File: src/rtl/fcce_pkg.sv
// ----------------------------------------------------------------------------
// fcce_pkg
// Shared codes, constants and controller/datapath interface types for the
// FAT32 cluster chain engine.
// ----------------------------------------------------------------------------
package fcce_pkg;

  // request function codes
  localparam logic [2:0] FUNC_WALK  = 3'd0;
  localparam logic [2:0] FUNC_WRITE = 3'd1;
  localparam logic [2:0] FUNC_FREE  = 3'd2;
  localparam logic [2:0] FUNC_LOAD  = 3'd3;
  localparam logic [2:0] FUNC_READ  = 3'd4;
  localparam logic [2:0] FUNC_SET   = 3'd5;

  // result status codes
  localparam logic [2:0] ST_OK       = 3'd0;
  localparam logic [2:0] ST_NO_SPACE = 3'd1;
  localparam logic [2:0] ST_FULL     = 3'd2;
  localparam logic [2:0] ST_BAD      = 3'd3;
  localparam logic [2:0] ST_CONTINUE = 3'd4;

  // configuration register indexes
  localparam logic [1:0] REG_DATA_START = 2'd0;
  localparam logic [1:0] REG_SECT_CLUS  = 2'd1;
  localparam logic [1:0] REG_CLUS_TOTAL = 2'd2;

  // table word constants
  localparam logic [31:0] LINK_MASK = 32'h0FFF_FFFF;
  localparam logic [31:0] END_MIN   = 32'h0FFF_FFF8;
  localparam logic [31:0] BAD_WORD  = 32'h0FFF_FFF7;
  localparam logic [31:0] END_WORD  = 32'hFFFF_FFFF;
  localparam logic [31:0] NO_HINT   = 32'hFFFF_FFFF;
  localparam logic [31:0] FREE_WORD = 32'h0000_0000;
  localparam logic [31:0] MAX_COUNT = 32'hFFFF_FFFF;

  // datapath micro-operations
  typedef enum logic [4:0] {
    OP_NONE,
    OP_LATCH,
    OP_DISPATCH,
    OP_CH_CHECK,
    OP_CH_STEP,
    OP_CH_END,
    OP_SC_CHECK,
    OP_SC_STEP,
    OP_SC_DONE,
    OP_WR_READ,
    OP_WR_UPD,
    OP_WR_LINK,
    OP_FT_CHECK,
    OP_FT_STEP,
    OP_WR_DONE,
    OP_RD_DONE,
    OP_SGL_OUT,
    OP_DR_READ,
    OP_DR_MUL,
    OP_DR_OUT
  } op_t;

  typedef struct packed {
    op_t  op;
    logic scan_first;   // free scan serves the first cluster of a write
  } cmd_t;

  typedef struct packed {
    logic [2:0] func;
    logic       wr_zero;
    logic       wr_nospace;
    logic       use_start;
    logic       start_usable;
    logic       big_index;
    logic       ch_end;
    logic       ch_full;
    logic       ch_bad;
    logic       ch_empty;
    logic       sc_end;
    logic       sc_free;
    logic       wr_last;
    logic       old_usable;
    logic       out_free;
    logic       dr_last;
  } stat_t;

endpackage

File: src/rtl/fcce_ctrl.sv
// ----------------------------------------------------------------------------
// fcce_ctrl
// Request sequencer: steps through chain walks, free scans, chain writes,
// tail frees, single results and the result drain, issuing one micro-op per cycle.
// ----------------------------------------------------------------------------
module fcce_ctrl import fcce_pkg::*; (
  input  logic  clk,
  input  logic  rst,
  input  logic  in_valid,
  output logic  in_stall,
  input  stat_t stat,
  output cmd_t  cmd
);

  localparam logic [4:0] S_IDLE     = 5'd0;
  localparam logic [4:0] S_DISPATCH = 5'd1;
  localparam logic [4:0] S_CH_CHECK = 5'd2;
  localparam logic [4:0] S_CH_STEP  = 5'd3;
  localparam logic [4:0] S_CH_END   = 5'd4;
  localparam logic [4:0] S_SC_CHECK = 5'd5;
  localparam logic [4:0] S_SC_STEP  = 5'd6;
  localparam logic [4:0] S_SC_DONE  = 5'd7;
  localparam logic [4:0] S_WR_READ  = 5'd8;
  localparam logic [4:0] S_WR_UPD   = 5'd9;
  localparam logic [4:0] S_WR_LINK  = 5'd10;
  localparam logic [4:0] S_FT_CHECK = 5'd11;
  localparam logic [4:0] S_FT_STEP  = 5'd12;
  localparam logic [4:0] S_WR_DONE  = 5'd13;
  localparam logic [4:0] S_RD_WAIT  = 5'd14;
  localparam logic [4:0] S_SGL      = 5'd15;
  localparam logic [4:0] S_DR_READ  = 5'd16;
  localparam logic [4:0] S_DR_MUL   = 5'd17;
  localparam logic [4:0] S_DR_OUT   = 5'd18;

  logic [4:0] state, state_next;
  logic       scan_first, scan_first_next;

  // state register
  always_ff @(posedge clk) begin
    if (rst) begin
      state      <= S_IDLE;
      scan_first <= 1'b0;
    end else begin
      state      <= state_next;
      scan_first <= scan_first_next;
    end
  end

  // next state and command
  always_comb begin
    state_next      = state;
    scan_first_next = scan_first;
    cmd.op          = OP_NONE;
    cmd.scan_first  = scan_first;
    in_stall        = 1'b1;
    unique case (state)
      S_IDLE: begin
        in_stall = 1'b0;
        if (in_valid) begin
          cmd.op     = OP_LATCH;
          state_next = S_DISPATCH;
        end
      end
      S_DISPATCH: begin
        cmd.op = OP_DISPATCH;
        unique case (stat.func)
          FUNC_WALK, FUNC_FREE: state_next = S_CH_CHECK;
          FUNC_WRITE: begin
            priority if (stat.wr_zero || stat.wr_nospace) begin
              state_next = S_SGL;
            end else if (stat.use_start) begin
              state_next = stat.start_usable ? S_WR_READ : S_SGL;
            end else begin
              scan_first_next = 1'b1;
              state_next      = S_SC_CHECK;
            end
          end
          FUNC_LOAD: state_next = S_SGL;
          FUNC_READ: state_next = stat.big_index ? S_SGL : S_RD_WAIT;
          default:   state_next = S_SGL;
        endcase
      end
      S_CH_CHECK: begin
        cmd.op = OP_CH_CHECK;
        if (stat.ch_end || stat.ch_full || stat.ch_bad) state_next = S_CH_END;
        else state_next = S_CH_STEP;
      end
      S_CH_STEP: begin
        cmd.op     = OP_CH_STEP;
        state_next = S_CH_CHECK;
      end
      S_CH_END: begin
        cmd.op     = OP_CH_END;
        state_next = stat.ch_empty ? S_SGL : S_DR_READ;
      end
      S_SC_CHECK: begin
        cmd.op     = OP_SC_CHECK;
        state_next = stat.sc_end ? S_SC_DONE : S_SC_STEP;
      end
      S_SC_STEP: begin
        cmd.op     = OP_SC_STEP;
        state_next = stat.sc_free ? S_SC_DONE : S_SC_CHECK;
      end
      S_SC_DONE: begin
        cmd.op = OP_SC_DONE;
        priority if (!stat.sc_end) state_next = S_WR_READ;
        else if (scan_first) state_next = S_SGL;
        else state_next = S_WR_DONE;
      end
      S_WR_READ: begin
        cmd.op     = OP_WR_READ;
        state_next = S_WR_UPD;
      end
      S_WR_UPD: begin
        cmd.op     = OP_WR_UPD;
        state_next = S_WR_LINK;
      end
      S_WR_LINK: begin
        cmd.op = OP_WR_LINK;
        priority if (stat.wr_last) begin
          state_next = S_FT_CHECK;
        end else if (stat.old_usable) begin
          state_next = S_WR_READ;
        end else begin
          scan_first_next = 1'b0;
          state_next      = S_SC_CHECK;
        end
      end
      S_FT_CHECK: begin
        cmd.op     = OP_FT_CHECK;
        state_next = stat.old_usable ? S_FT_STEP : S_WR_DONE;
      end
      S_FT_STEP: begin
        cmd.op     = OP_FT_STEP;
        state_next = S_FT_CHECK;
      end
      S_WR_DONE: begin
        cmd.op     = OP_WR_DONE;
        state_next = S_DR_READ;
      end
      S_RD_WAIT: begin
        cmd.op     = OP_RD_DONE;
        state_next = S_SGL;
      end
      S_SGL: begin
        cmd.op = OP_SGL_OUT;
        if (stat.out_free) state_next = S_IDLE;
      end
      S_DR_READ: begin
        cmd.op     = OP_DR_READ;
        state_next = S_DR_MUL;
      end
      S_DR_MUL: begin
        cmd.op     = OP_DR_MUL;
        state_next = S_DR_OUT;
      end
      S_DR_OUT: begin
        cmd.op = OP_DR_OUT;
        if (stat.out_free) state_next = stat.dr_last ? S_IDLE : S_DR_READ;
      end
      default: state_next = S_IDLE;
    endcase
  end

endmodule

File: config.mk
export PLATFORM = sky130hd
export DESIGN_NAME = fcce_ctrl
export DESIGN_NICKNAME = d
export VERILOG_FILES = /design/src/rtl/fcce_pkg.sv /design/src/rtl/fcce_ctrl.sv
export SDC_FILE = /design/constraint.sdc
export NUM_CORES = 1
export LEC_CHECK = 0
export BUFFER_PORTS_ARGS = -buffer_cell sky130_fd_sc_hd__buf_2
export CORE_MARGIN = 5
export CORE_UTILIZATION = 45
export DETAILED_ROUTE_END_ITERATION = 10
export HOLD_SLACK_MARGIN = 0.12
export PLACE_DENSITY = 0.72
export SLEW_MARGIN = 40
export SYNTH_ARGS = -nofsm -noshare
export SYNTH_HDL_FRONTEND = slang
export SYNTH_SLANG_ARGS = --single-unit
File: constraint.sdc
create_clock -name clk -period 2.1 [get_ports clk]
set_input_delay 0.21 -clock clk [delete_from_list [all_inputs] [get_ports clk]]
set_output_delay 0.21 -clock clk [all_outputs]
set_load 0.02 [all_outputs]
* After elaboration in Yosys (flattened, before gate mapping) *
Index checks and enable logic that the tools add are counted.

storage, ports and cells
  word-level logic and storage cells = 68
  output and inout port bits = 7
  bits of input ports = 21
  register bits = 6

operators by class
  equal/unequal tests = 29
  reductions and logical operators = 9
  mux-type cells = 28

operators with widths
  cell                                                                    number
  5-bit one-hot mux with 19 select lines                                  2
  5-bit by 4-bit equality test with 1-bit output (second input constant)  8
  5-bit two-way mux                                                       5
  5-bit by 3-bit equality test with 1-bit output (second input constant)  4
  4-bit two-way mux                                                       4
  2-bit != test (second input constant)                                   8
  5-bit equality test (second input constant)                             3
  4-bit one-hot mux with 3 select lines                                   1
  5-bit by 2-bit equality test with 1-bit output (second input constant)  2
  1-bit two-way mux                                                       10
  3-bit two-way mux                                                       3
  6-bit AND reduction                                                     1
  5-bit by 1-bit equality test with 1-bit output (second input constant)  1
  5-bit zero test                                                         1
  2-bit two-way mux                                                       2
  3-bit by 1-bit equality test with 1-bit output (second input constant)  1
  3-bit by 2-bit equality test with 1-bit output (second input constant)  1
  3-bit equality test (second input constant)                             1
  3-bit zero test                                                         1
  1-bit logical OR                                                        3
  3-bit AND reduction                                                     1
  1-bit one-hot mux with 2 select lines                                   1
  2-bit nonzero test                                                      1
  2-bit OR reduction                                                      1

* Depth between registers and ports, before layout *
  depth after elaboration = 5
  depth in mapped cells = 6
  depth with buffers taken out = 4

* Worst setup path before layout *
OpenSTA, ideal clock, no wires.

  path type = register -> output
  start point = register state[3]
  end point = output cmd[1] in the netlist's numbering
  slack = 0.500 ns
  arrival time = 1.390 ns
  cell stages (with the launch flop) = 5
  path buffers = 2
  required time = 1.890 ns
  path through = dfxtp_1 -> buf_4 -> buf_4 -> o21a_1 -> a211oi_1

RTL lines
  what                      line             RTL
  start: declaration        fcce_ctrl.sv:35  logic [4:0] state, state_next;
  start signal: assignment  fcce_ctrl.sv:44  state <= state_next;
  end: declaration          fcce_ctrl.sv:12  output cmd_t cmd

==> flow_metrics.tcl <==
set metrics [dict create \
    synth.largest_area_cell "dfxtp_1" \
    leakagePower_nw 0.4049 \
    netlist_area_um2 872.1 \
    hold_viol 0 \
    drtIter0Drc 18 \
    endpoint "cmd[1]" \
    clkTransAtPathRegs_ns 0.05 \
    hold_buffers 0 \
    multi_input_area_um2 656.9 \
    total_power_mw 1.272 \
    routabilityCongestion 0.8220 \
    required_ns 1.89 \
    period_minus_slack_ns 1.871 \
    seq_area_frac_synth_pct 13.77 \
    relSlewSlack_pct 53.52 \
    post-cts-setup-buffers 0 \
    peakVddDrop_v 0.0006485 \
    hold_ws_ns 0.2030 \
    netlist.area_leader.share_pct 13.77 \
    grt_pass1_vias 952 \
    r2r_slack_ns 0.34 \
    crit_type "flop to primary output" \
    final_util_pct 53.68 \
    crit_fanout 17 \
    synthArstFlopShare_pct 0 \
    fmax_ghz 0.5345 \
    hp-class "input pin to flop" \
    cts_buffers 3 \
    synth_ff_type "dfxtp_1" \
    fin_nets 168 \
    finalCritPeriodShare_pct 89.09 \
    maxSlewViolCount 0 \
    grt_max_degree 21 \
    final_cells 172 \
    seqCellArea_um2 120.1 \
    dp_hpwl_mm 1.862 \
    startpoint_type "flop" \
    setup_violations 0 \
    place_inst 169 \
    synth.area.top_cells "dfxtp_1 14%, nor2_1 5.6%, a21oi_1 5.2%" \
    die_h_um 54.02 \
    reg2reg_depth 4 \
    clock_latency_ns 0.26 \
    routed_wl_mm 2.411 \
    via_per_inst 6.047 \
    cts_resized 0 \
    clockBufferDepth 2 \
    setup_tns_ns 0 \
    cts_tree "built" \
    core_um2 1902 \
    synth_warnings 0 \
    ios 28 \
    grt_usage_pct 18.64 \
    diodes 0 \
    synth_edf_count 0 \
    syn_inst 122 \
    end_kind "primary output" \
    dieWidth_um 54.02 \
    portBuffers 27 \
    dr_total_vias 1040 \
    power.density_nw_per_um2 1246 \
    worstHoldPathCells 2 \
    post-route-drc-count 0 \
    rsz0062_at_grt "false" \
    fin_worst_skew_ns 0.01319 \
    cp.arrival_ns 1.66 \
    synth_fp_nets 143 \
    layout-drive-gt1-share_pct 29.66 \
    grt_pass1_wl_mm 4.002 \
    ys_ff_latch 6 \
    worstReg2RegStart "state[4]" \
    initial_core_util_pct 45.86 \
    clockRootBuffer "clkbuf_4" \
    first_pass_iters 4 \
    post_drt_wl_per_cell_um 14.02 \
    ys_top_cells_by_count "13 x nor2_1, 9 x a21oi_1, 8 x nand3_1, 8 x nor3_1" \
    ys_types 46 \
    antenna_found_initial 0 \
    cts.htree.levels 1 \
    yosysMostFrequentCell "nor2_1" \
    rr_endpoint "state[0]" \
    fillers 200 \
    cap_violations 0 \
    overflow 0 \
    status "completed" \
    drtAntennaViolNets 0 \
    syn2layout_area_growth_pct 17.07 \
    tightest_slew_ns 0.6962 \
    num_rows 16 \
    die_area_um2 2918 \
    clock-sinks 6 \
    startpoint "state[1]" \
    syn_avg_cell_area_um2 7.148 \
]
-- where the power goes --
part	internal (mW)	switching (mW)
Clock	0.0651	0.0485
Sequential	0.150	0.144
Combinational	0.400	0.465
Total	0.615	0.657
-- per-stage QoR --
| stage | setup slack (ns) | instance area (µm²) |
|---|---|---|
| final | 0.2290 | 1021 |
| after global routing | 0.08949 | 1021 |
| after CTS | 0.2510 | 1021 |
| after detailed placement | 0.3587 | 998.5 |
| after global placement | 0.3878 | 998.5 |
| after floorplan | 0.5003 | 872.1 |
-- worst max-delay path, cell delays in order (launching register included) --
cell and delay (ns):
dfxtp_1 0.66, buf_4 0.25, nor3_1 0.07, a211oi_1 0.24, buf_2 0.20
-- cell type report --
class                      instances  share of cell area, %
clock buffer                       3                  2.206
multi-input combinational        100                  64.34
timing repair buffer              32                  16.91
sequential                         6                  11.76
inverter                           4                  1.471
tap                               27                  3.309
-- layout by cell type (no fill, tap or decap), drive strengths merged, types with 2 or more instances in the layout --
master   netlist  final
o21ai          4      4
a2bb2oi        2      2
nand3          8      8
a41oi          3      3
xor2           3      3
nor2          14     14
a311oi         2      2
a21o           2      2
nand2          7      7
clkbuf         0      3
dfxtp          6      6
nor2b          4      4
a21oi          9      9
nand2b         5      5
nand3b         2      2
a31oi          3      3
buf           12     32
or3b           2      2
nor3           9      9
inv            4      4
a211oi         2      2
-- how the worst min path moves through the flow --
stage / start / end / slack, ns
2_1_floorplan: rst / state[0] / 0.28
3_3_place_gp: rst / state[0] / 0.48
3_5_place_dp: rst / state[0] / 0.47
4_1_cts: rst / state[0] / 0.21
5_1_grt: rst / state[0] / 0.21
6_report: rst / state[0] / 0.20
-- flip-flops by register name (all words and copies together) (netlist names) --
name,flops
state,5
scan_first,1
-- layer usage --
layer	GRT usage, %	routed length [µm]	vias up
met1	21.71	1024	494
met4	6.639	18	0
li1	-	-	501
met2	33.06	1153	41
met5	0	0	-
met3	4.155	214	4
-- cell families after synthesis --
family	count (synthesis)	share of synthesized area [%]
flops	6	13.77
simple gates	58	37.88
compound gates	38	33.43
xor+xnor	4	4.018
buf+inv	16	10.90
Note: power is estimated with default switching activity, not from simulation.
